### config.mk
export PLATFORM = sky130hd
export DESIGN_NAME = frame_crc_footer_gen_check
export DESIGN_NICKNAME = d
export VERILOG_FILES = /design/src/sv/fcfgc_pkg.sv /design/src/sv/fcfgc_calc.sv /design/src/sv/frame_crc_footer_gen_check.sv
export SDC_FILE = /design/constraint.sdc
export NUM_CORES = 1
export LEC_CHECK = 0
export ABC_AREA = 1
export BUFFER_PORTS_ARGS = -buffer_cell sky130_fd_sc_hd__clkbuf_2
export CELL_PAD_IN_SITES_DETAIL_PLACEMENT = 1
export CELL_PAD_IN_SITES_GLOBAL_PLACEMENT = 2
export CORE_MARGIN = 5
export CORE_UTILIZATION = 37
export DETAILED_ROUTE_END_ITERATION = 10
export PLACE_DENSITY = 0.84
export SYNTH_ARGS = -nofsm -noshare
export SYNTH_HDL_FRONTEND = slang
export SYNTH_SLANG_ARGS = --single-unit
### constraint.sdc
create_clock -name clk -period 2.5 [get_ports clk]
set_clock_uncertainty 0.15 [all_clocks]
set_input_delay 0.375 -clock clk [delete_from_list [all_inputs] [get_ports clk]]
set_output_delay 0.375 -clock clk [all_outputs]
set_load 0.05 [all_outputs]
### src/sv/fcfgc_pkg.sv
`timescale 1ns / 1ps
`default_nettype none
// ----------------------------------------------------------------------------
// fcfgc_pkg
// Shared types, constants and CRC functions of the frame footer generator
// and checker.
// ----------------------------------------------------------------------------
package fcfgc_pkg;

	// Largest frame, payload plus footer, in bytes.
	localparam int unsigned MAX_FRAME_BYTES = 8;

	localparam logic [31:0] CRC_POLY  = 32'hEDB8_8320;
	localparam logic [31:0] CRC_ONES  = 32'hFFFF_FFFF;
	localparam logic [3:0]  COUNT_MAX = 4'd15;

	localparam logic [3:0] GEN_MAX_LEN   = 4'(MAX_FRAME_BYTES - 1);
	localparam logic [4:0] CHECK_MAX_LEN = 5'(MAX_FRAME_BYTES);

	// Result status codes.
	typedef enum logic [1:0] {
		STATUS_OK        = 2'd0,
		STATUS_LEN_ERR   = 2'd1,
		STATUS_CHECK_ERR = 2'd2
	} status_t;

	// Command codes.
	localparam logic CMD_GENERATE = 1'b0;
	localparam logic CMD_CHECK    = 1'b1;

	typedef struct packed {
		logic       cmd;
		logic [7:0] data_byte;
		logic       last;
	} item_t;

	typedef struct packed {
		logic [7:0] footer_byte;
		logic [1:0] status;
		logic [3:0] payload_length;
	} result_t;

	// Next state and optional result of one frame byte.
	typedef struct packed {
		logic [31:0] crc;
		logic [3:0]  count;
		logic        has_result;
		result_t     result;
	} calc_t;

	// One reflected CRC-32 byte step, one bit per iteration.
	function automatic logic [31:0] crc_byte(input logic [31:0] crc, input logic [7:0] b);
		logic [31:0] c;
		c = crc ^ {24'd0, b};
		for (int k = 0; k < 8; k++) begin
			c = c[0] ? ((c >> 1) ^ CRC_POLY) : (c >> 1);
		end
		return c;
	endfunction

	// Footer: CRC-32 of the low byte of the finished payload CRC, low 8 bits.
	function automatic logic [7:0] footer_of(input logic [31:0] crc_reg);
		logic [31:0] first;
		logic [31:0] second;
		first  = crc_reg ^ CRC_ONES;
		second = crc_byte(CRC_ONES, first[7:0]) ^ CRC_ONES;
		return second[7:0];
	endfunction

endpackage
`default_nettype wire

### src/sv/fcfgc_calc.sv
`timescale 1ns / 1ps
`default_nettype none
// ----------------------------------------------------------------------------
// fcfgc_calc
// Combinational step of one frame byte: CRC and count update, and the
// footer result on the byte marked last.
// ----------------------------------------------------------------------------
module fcfgc_calc
	import fcfgc_pkg::*;
(
	input  wire logic [31:0] crc,
	input  wire logic [3:0]  count,
	input  wire item_t       item,
	output calc_t            calc
);

	logic [31:0] crc_add;
	logic [3:0]  count_add;
	logic [4:0]  frame_len;

	// Byte taken as payload.
	assign crc_add   = crc_byte(crc, item.data_byte);
	assign count_add = (count < COUNT_MAX) ? count + 4'd1 : count;
	assign frame_len = {1'b0, count} + 5'd1;

	// Result and next state selection.
	always_comb begin
		calc = '0;
		if (!item.last) begin
			calc.crc        = crc_add;
			calc.count      = count_add;
			calc.has_result = 1'b0;
		end else begin
			// The last byte ends the frame and returns the state to reset.
			calc.crc        = CRC_ONES;
			calc.count      = 4'd0;
			calc.has_result = 1'b1;
			if (item.cmd == CMD_GENERATE) begin
				calc.result.payload_length = count_add;
				if (count_add < 4'd1 || count_add > GEN_MAX_LEN) begin
					calc.result.status = STATUS_LEN_ERR;
				end else begin
					calc.result.status      = STATUS_OK;
					calc.result.footer_byte = footer_of(crc_add);
				end
			end else begin
				calc.result.payload_length = count;
				if (frame_len < 5'd2 || frame_len > CHECK_MAX_LEN) begin
					calc.result.status = STATUS_CHECK_ERR;
				end else begin
					calc.result.footer_byte = footer_of(crc);
					calc.result.status = (footer_of(crc) != item.data_byte) ?
						STATUS_CHECK_ERR : STATUS_OK;
				end
			end
		end
	end

endmodule
`default_nettype wire

### src/sv/frame_crc_footer_gen_check.sv
`timescale 1ns / 1ps
`default_nettype none
// ----------------------------------------------------------------------------
// frame_crc_footer_gen_check
// Frame footer generator and checker with a truncated CRC-32 footer.
//
// Frame bytes arrive on the item channel, one per transaction, with a mode
// (generate or check) and a last mark. Bytes before the last one update a
// reflected CRC-32 and a saturating byte count and give no result. The byte
// marked last gives one transaction on the result channel: in generate mode
// it is the final payload byte and the footer is emitted; in check mode it is
// the received footer, compared with the computed one.
// Both channels use valid and stall. An item is registered in the first
// stage, worked combinationally, and its result is registered in the output
// register, from which it is presented on the result channel. One item is
// taken per cycle while the item channel does not stall.
// When the receiver stalls, the result holds and a pending last byte waits in
// the first stage, which stalls the item channel; bytes not marked last keep
// flowing. Reset clears both stages and returns the CRC to all ones and the
// count to zero.
// ----------------------------------------------------------------------------
module frame_crc_footer_gen_check
	import fcfgc_pkg::*;
(
	input  wire logic  clk,
	input  wire logic  arst_n,
	input  wire logic  item_valid,
	output logic       item_stall,
	input  wire item_t item,
	output logic       result_valid,
	input  wire logic  result_stall,
	output result_t    result
);

	logic        valid_s1;
	item_t       item_s1;
	logic        valid_s2;
	result_t     result_s2;
	logic [31:0] crc_q;
	logic [3:0]  count_q;
	calc_t       calc;
	logic        s2_free;
	logic        advance_s1;

	// Byte step on the registered item.
	fcfgc_calc u_calc (
		.crc   (crc_q),
		.count (count_q),
		.item  (item_s1),
		.calc  (calc)
	);

	// A byte without a result always moves on; a last byte needs a free slot.
	assign s2_free    = !valid_s2 || !result_stall;
	assign advance_s1 = valid_s1 && (!item_s1.last || s2_free);
	assign item_stall = valid_s1 && !advance_s1;

	// Input stage.
	always_ff @(posedge clk or negedge arst_n) begin
		if (!arst_n) begin
			valid_s1 <= 1'b0;
		end else if (!item_stall) begin
			valid_s1 <= item_valid;
		end
	end

	always_ff @(posedge clk) begin
		if (!item_stall && item_valid) begin
			item_s1 <= item;
		end
	end

	// Running CRC and count.
	always_ff @(posedge clk or negedge arst_n) begin
		if (!arst_n) begin
			crc_q   <= CRC_ONES;
			count_q <= 4'd0;
		end else if (advance_s1) begin
			crc_q   <= calc.crc;
			count_q <= calc.count;
		end
	end

	// Result stage.
	always_ff @(posedge clk or negedge arst_n) begin
		if (!arst_n) begin
			valid_s2 <= 1'b0;
		end else if (s2_free) begin
			valid_s2 <= advance_s1 && calc.has_result;
		end
	end

	always_ff @(posedge clk) begin
		if (s2_free && advance_s1 && calc.has_result) begin
			result_s2 <= calc.result;
		end
	end

	assign result_valid = valid_s2;
	assign result       = result_s2;

endmodule
`default_nettype wire
==> impl_metrics.py <==
metrics = {
    "placement": {
        "postPlaceCellArea_sq_mm": 0.00470,
        "io_buffers": 29,
        "place_inst": 727,
        "gp_congestion": 0.877,
        "pre_cts_ws_ns": 0.210,
        "dpl.hpwl_um": 10700,
    },
    "timing": {
        "max-slew-margin-rel_pct": 44.0,
        "worst_hold_slack_ns": 0.0545,
        "fin_crit_sh_pct": 93.0,
        "setup_slack_ns": 0.176,
        "fmax_ghz": 0.430,
        "tns_ns": 0,
        "setup_viol": 0,
        "hold_viol": 0,
        "tightest_slew_ns": 0.839,
        "period_minus_slack_ns": 2.32,
        "finalMaxSlewViolations": 0,
    },
    "cells_and_area": {
        "layout-drive-gt1-share_pct": 25.1,
        "fin_area_sq_mm": 0.00503,
        "final_nets": 612,
        "antenna_cells": 0,
        "syn2layout_area_growth_pct": 14.2,
        "final-instance-count-excl-fill": 744,
        "final_util_pct": 43.6,
    },
    "worst_setup_path": {
        "worstSetupEndpointType": "flip-flop",
        "crit_top_cell": "nand3_1",
        "r2r-start": "count_q[0]$_DFFE_PN0P_",
        "r2r_setup_slack_ns": 0.18,
        "worstSetupEndpoint": "result[13]$_SDFFCE_PN0P_",
        "worstPathArrival_ns": 2.25,
        "r2r-end": "result[13]$_SDFFCE_PN0P_",
        "reg2reg_depth": 9,
        "crit_family": "simple AND/OR/NAND/NOR gates",
        "path_cells": "ha_1, nand3_1, inv_1, o21ai_0, nand3_1, nand2_1, nor2_4, nand3_1, o21ai_0",
        "critPathMaxStageDelay_ns": 0.42,
        "crit_type": "reg -> reg",
        "cp_num_cells": 9,
        "critPathLaunchType": "flip-flop",
        "crit_start": "count_q[0]$_DFFE_PN0P_",
        "worst-path-buf-inv": 1,
        "crit_fanout": 7,
        "cp_slowest_cell": "dfrtp_1",
        "critPathRequiredTime_ns": 2.43,
    },
    "global_routing": {
        "grt_start_max_net_pins": 32,
        "grt_pass1_wl_um": 22500,
        "grtUsageTotal_pct": 20.6,
        "antenna_found_initial": 0,
        "gr-total-overflow": 0,
        "grt_pass1_vias": 4126,
    },
    "synth": {
        "synth_seq_area_share_pct": 38.9,
        "yosysWarnings": 0,
        "synth_flop_cell": "dfstp_2",
        "syn-num-nets": 574,
        "synth_top_area_share_pct": 19.1,
        "synth_edf_count": 24,
        "synth.area.top_cells": "dfstp_2 19%, edfxtp_1 16%, nand2_1 14%, xor2_1 7.8%, nand3_1 7.7%",
        "synth_cell_types": 31,
        "synthesis.area_sq_mm": 0.00440,
        "yosys.area.top_type": "dfstp_2",
        "synth_cells": 558,
        "syn_avg_cell_area_sq_um": 7.88,
        "synth-seq-cells": 62,
        "synthArstFlopShare_pct": 61.3,
    },
    "die": {
        "io_pins": 30,
        "core_area_sq_mm": 0.0115,
        "start_util_pct": 38.2,
        "core.rowCount": 39,
        "die-height_um": 119,
        "die-area_sq_mm": 0.0142,
        "die_width_um": 119,
    },
    "clock_network": {
        "clk_latency_ns": 0.35,
        "cts.clk_slew.worst_paths_ns": 0.06,
        "numCtsBuffers": 9,
        "cts_tree": "built",
        "post_cts_buffers": 0,
        "clockBufferDepth": 2,
        "cts_root_buffer": "clkbuf_16",
        "htree_levels": 3,
        "clock-sinks": 62,
    },
    "run_status": {
        "status": "finished clean",
    },
    "route": {
        "vias_per_cell": 5.10,
        "wl_met2_um": 6460,
        "top_layer": "met4",
        "vias": 3796,
        "totalWireLength_um": 13700,
        "wl_met1_um": 6350,
        "wl_met3_um": 433,
        "drc": 0,
        "antenna_left": 0,
        "drt_iter0_drc": 158,
        "drt_pass1_iterations": 4,
        "routedWlPerCell_um": 18.4,
    },
    "power_and_ir_drop": {
        "ir_worst_vdd_mv": 0.580,
        "power.total_mw": 7.14,
        "power.leakage_nw": 2.48,
        "p_per_area_mw_per_mm2": 1420,
    },
    "hold_path": {
        "min_path_type": "in -> reg",
    },
    "job": {
        "maxCapViolCount": 0,
    },
}
-- power by group --
part / switching [mW] / total (mW) / internal, mW / leakage, nW
Sequential: 0.307 / 1.83 / 1.52 / 0.647
Clock: 0.484 / 1.38 / 0.897 / 0.157
Combinational: 2.61 / 3.93 / 1.32 / 1.68
Total: 3.41 / 7.14 / 3.74 / 2.48
-- flip-flops by register name, summed over array words and instances (netlist names) --
name,cells
crc_q,32
result,14
item_s1,10
count_q,4
result_valid,1
valid_s1,1
-- per-layer routing --
metal	GRT usage, %	up-vias
li1	-	1843
met1	26.8	1872
met2	33.1	56
met3	3.84	25
met4	10.1	0
met5	0	-
-- worst reg2reg max path, stage by stage (launching register included) --
cell,delay (ns)
dfrtp_1,0.42
ha_1,0.24
nand3_1,0.13
inv_1,0.12
o21ai_0,0.35
nand3_1,0.20
nand2_1,0.16
nor2_4,0.08
nand3_1,0.09
o21ai_0,0.11
-- layout by cell type, fill, tap and decap left out --
| cell | instances |
|---|---|
| a21oi_1 | 1 |
| a22oi_1 | 1 |
| buf_4 | 9 |
| bufinv_16 | 2 |
| clkbuf_1 | 2 |
| clkbuf_16 | 9 |
| clkbuf_2 | 29 |
| clkbuf_8 | 1 |
| clkinv_2 | 2 |
| dfrtp_1 | 6 |
| dfstp_2 | 32 |
| dlygate4sd3_1 | 1 |
| edfxtp_1 | 24 |
| ha_1 | 2 |
| inv_1 | 71 |
| inv_2 | 9 |
| inv_4 | 3 |
| nand2_1 | 161 |
| nand2_2 | 27 |
| nand2_4 | 14 |
| nand2_8 | 2 |
| nand3_1 | 68 |
| nand3_2 | 2 |
| nand3b_1 | 3 |
| nor2_1 | 16 |
| nor2_2 | 1 |
| nor2_4 | 2 |
| o211ai_1 | 1 |
| o21ai_0 | 8 |
| o21ai_1 | 6 |
| o21bai_1 | 1 |
| o22ai_1 | 26 |
| or2_2 | 2 |
| xnor2_1 | 13 |
| xnor2_2 | 1 |
| xor2_1 | 39 |
| xor2_2 | 4 |
-- Yosys cell counts (all sizes together), types with 2 or more instances --
library cell	number
buf	9
clkbuf	3
dfrtp	6
dfstp	32
edfxtp	24
ha	2
inv	83
nand2	204
nand3	70
nand3b	3
nor2	19
o21ai	14
o22ai	26
or2	2
xnor2	14
xor2	43
-- cell type report --
cell class,instances,area [sq um]
Fill cell,1424,6490
Multi-Input combinational cell,401,2280
Clock inverter,4,70.1
Sequential cell,62,1710
Clock buffer,12,246
Inverter,83,319
Tap cell,143,179
Timing Repair Buffer,39,223
-- worst min-delay path by stage --
stage	slack, ns	cells after the start	start	end
finish	0.05	1	item[0]	item_s1[0]$_DFFE_PP_
global route	0.05	1	item[7]	item_s1[7]$_DFFE_PP_
CTS	0.04	1	item[0]	item_s1[0]$_DFFE_PP_
detailed placement	0.20	1	arst_n	result_valid$_DFFE_PN0P_
global placement	0.20	1	arst_n	result_valid$_DFFE_PN0P_
floorplan	-0.07	0	arst_n	count_q[0]$_DFFE_PN0P_
-- logic make-up (layout without fill, tap and decap cells) --
group	after synthesis	count (layout)	share of synthesized area, %
simple gates	298	298	33.0
flops	62	62	38.9
buf+inv	95	138	9.39
compound gates	44	44	5.92
xor+xnor	57	57	12.2
fa+ha+maj	2	2	0.569
-- what timing repair did --
action | CTS | global route
endpoints found under the hold margin | 6 | 0
resized for setup | 0 | 1
setup endpoints to repair | 0 | 1
hold buffers | 1 | 0
Note: power is estimated with default switching activity, not from simulation.
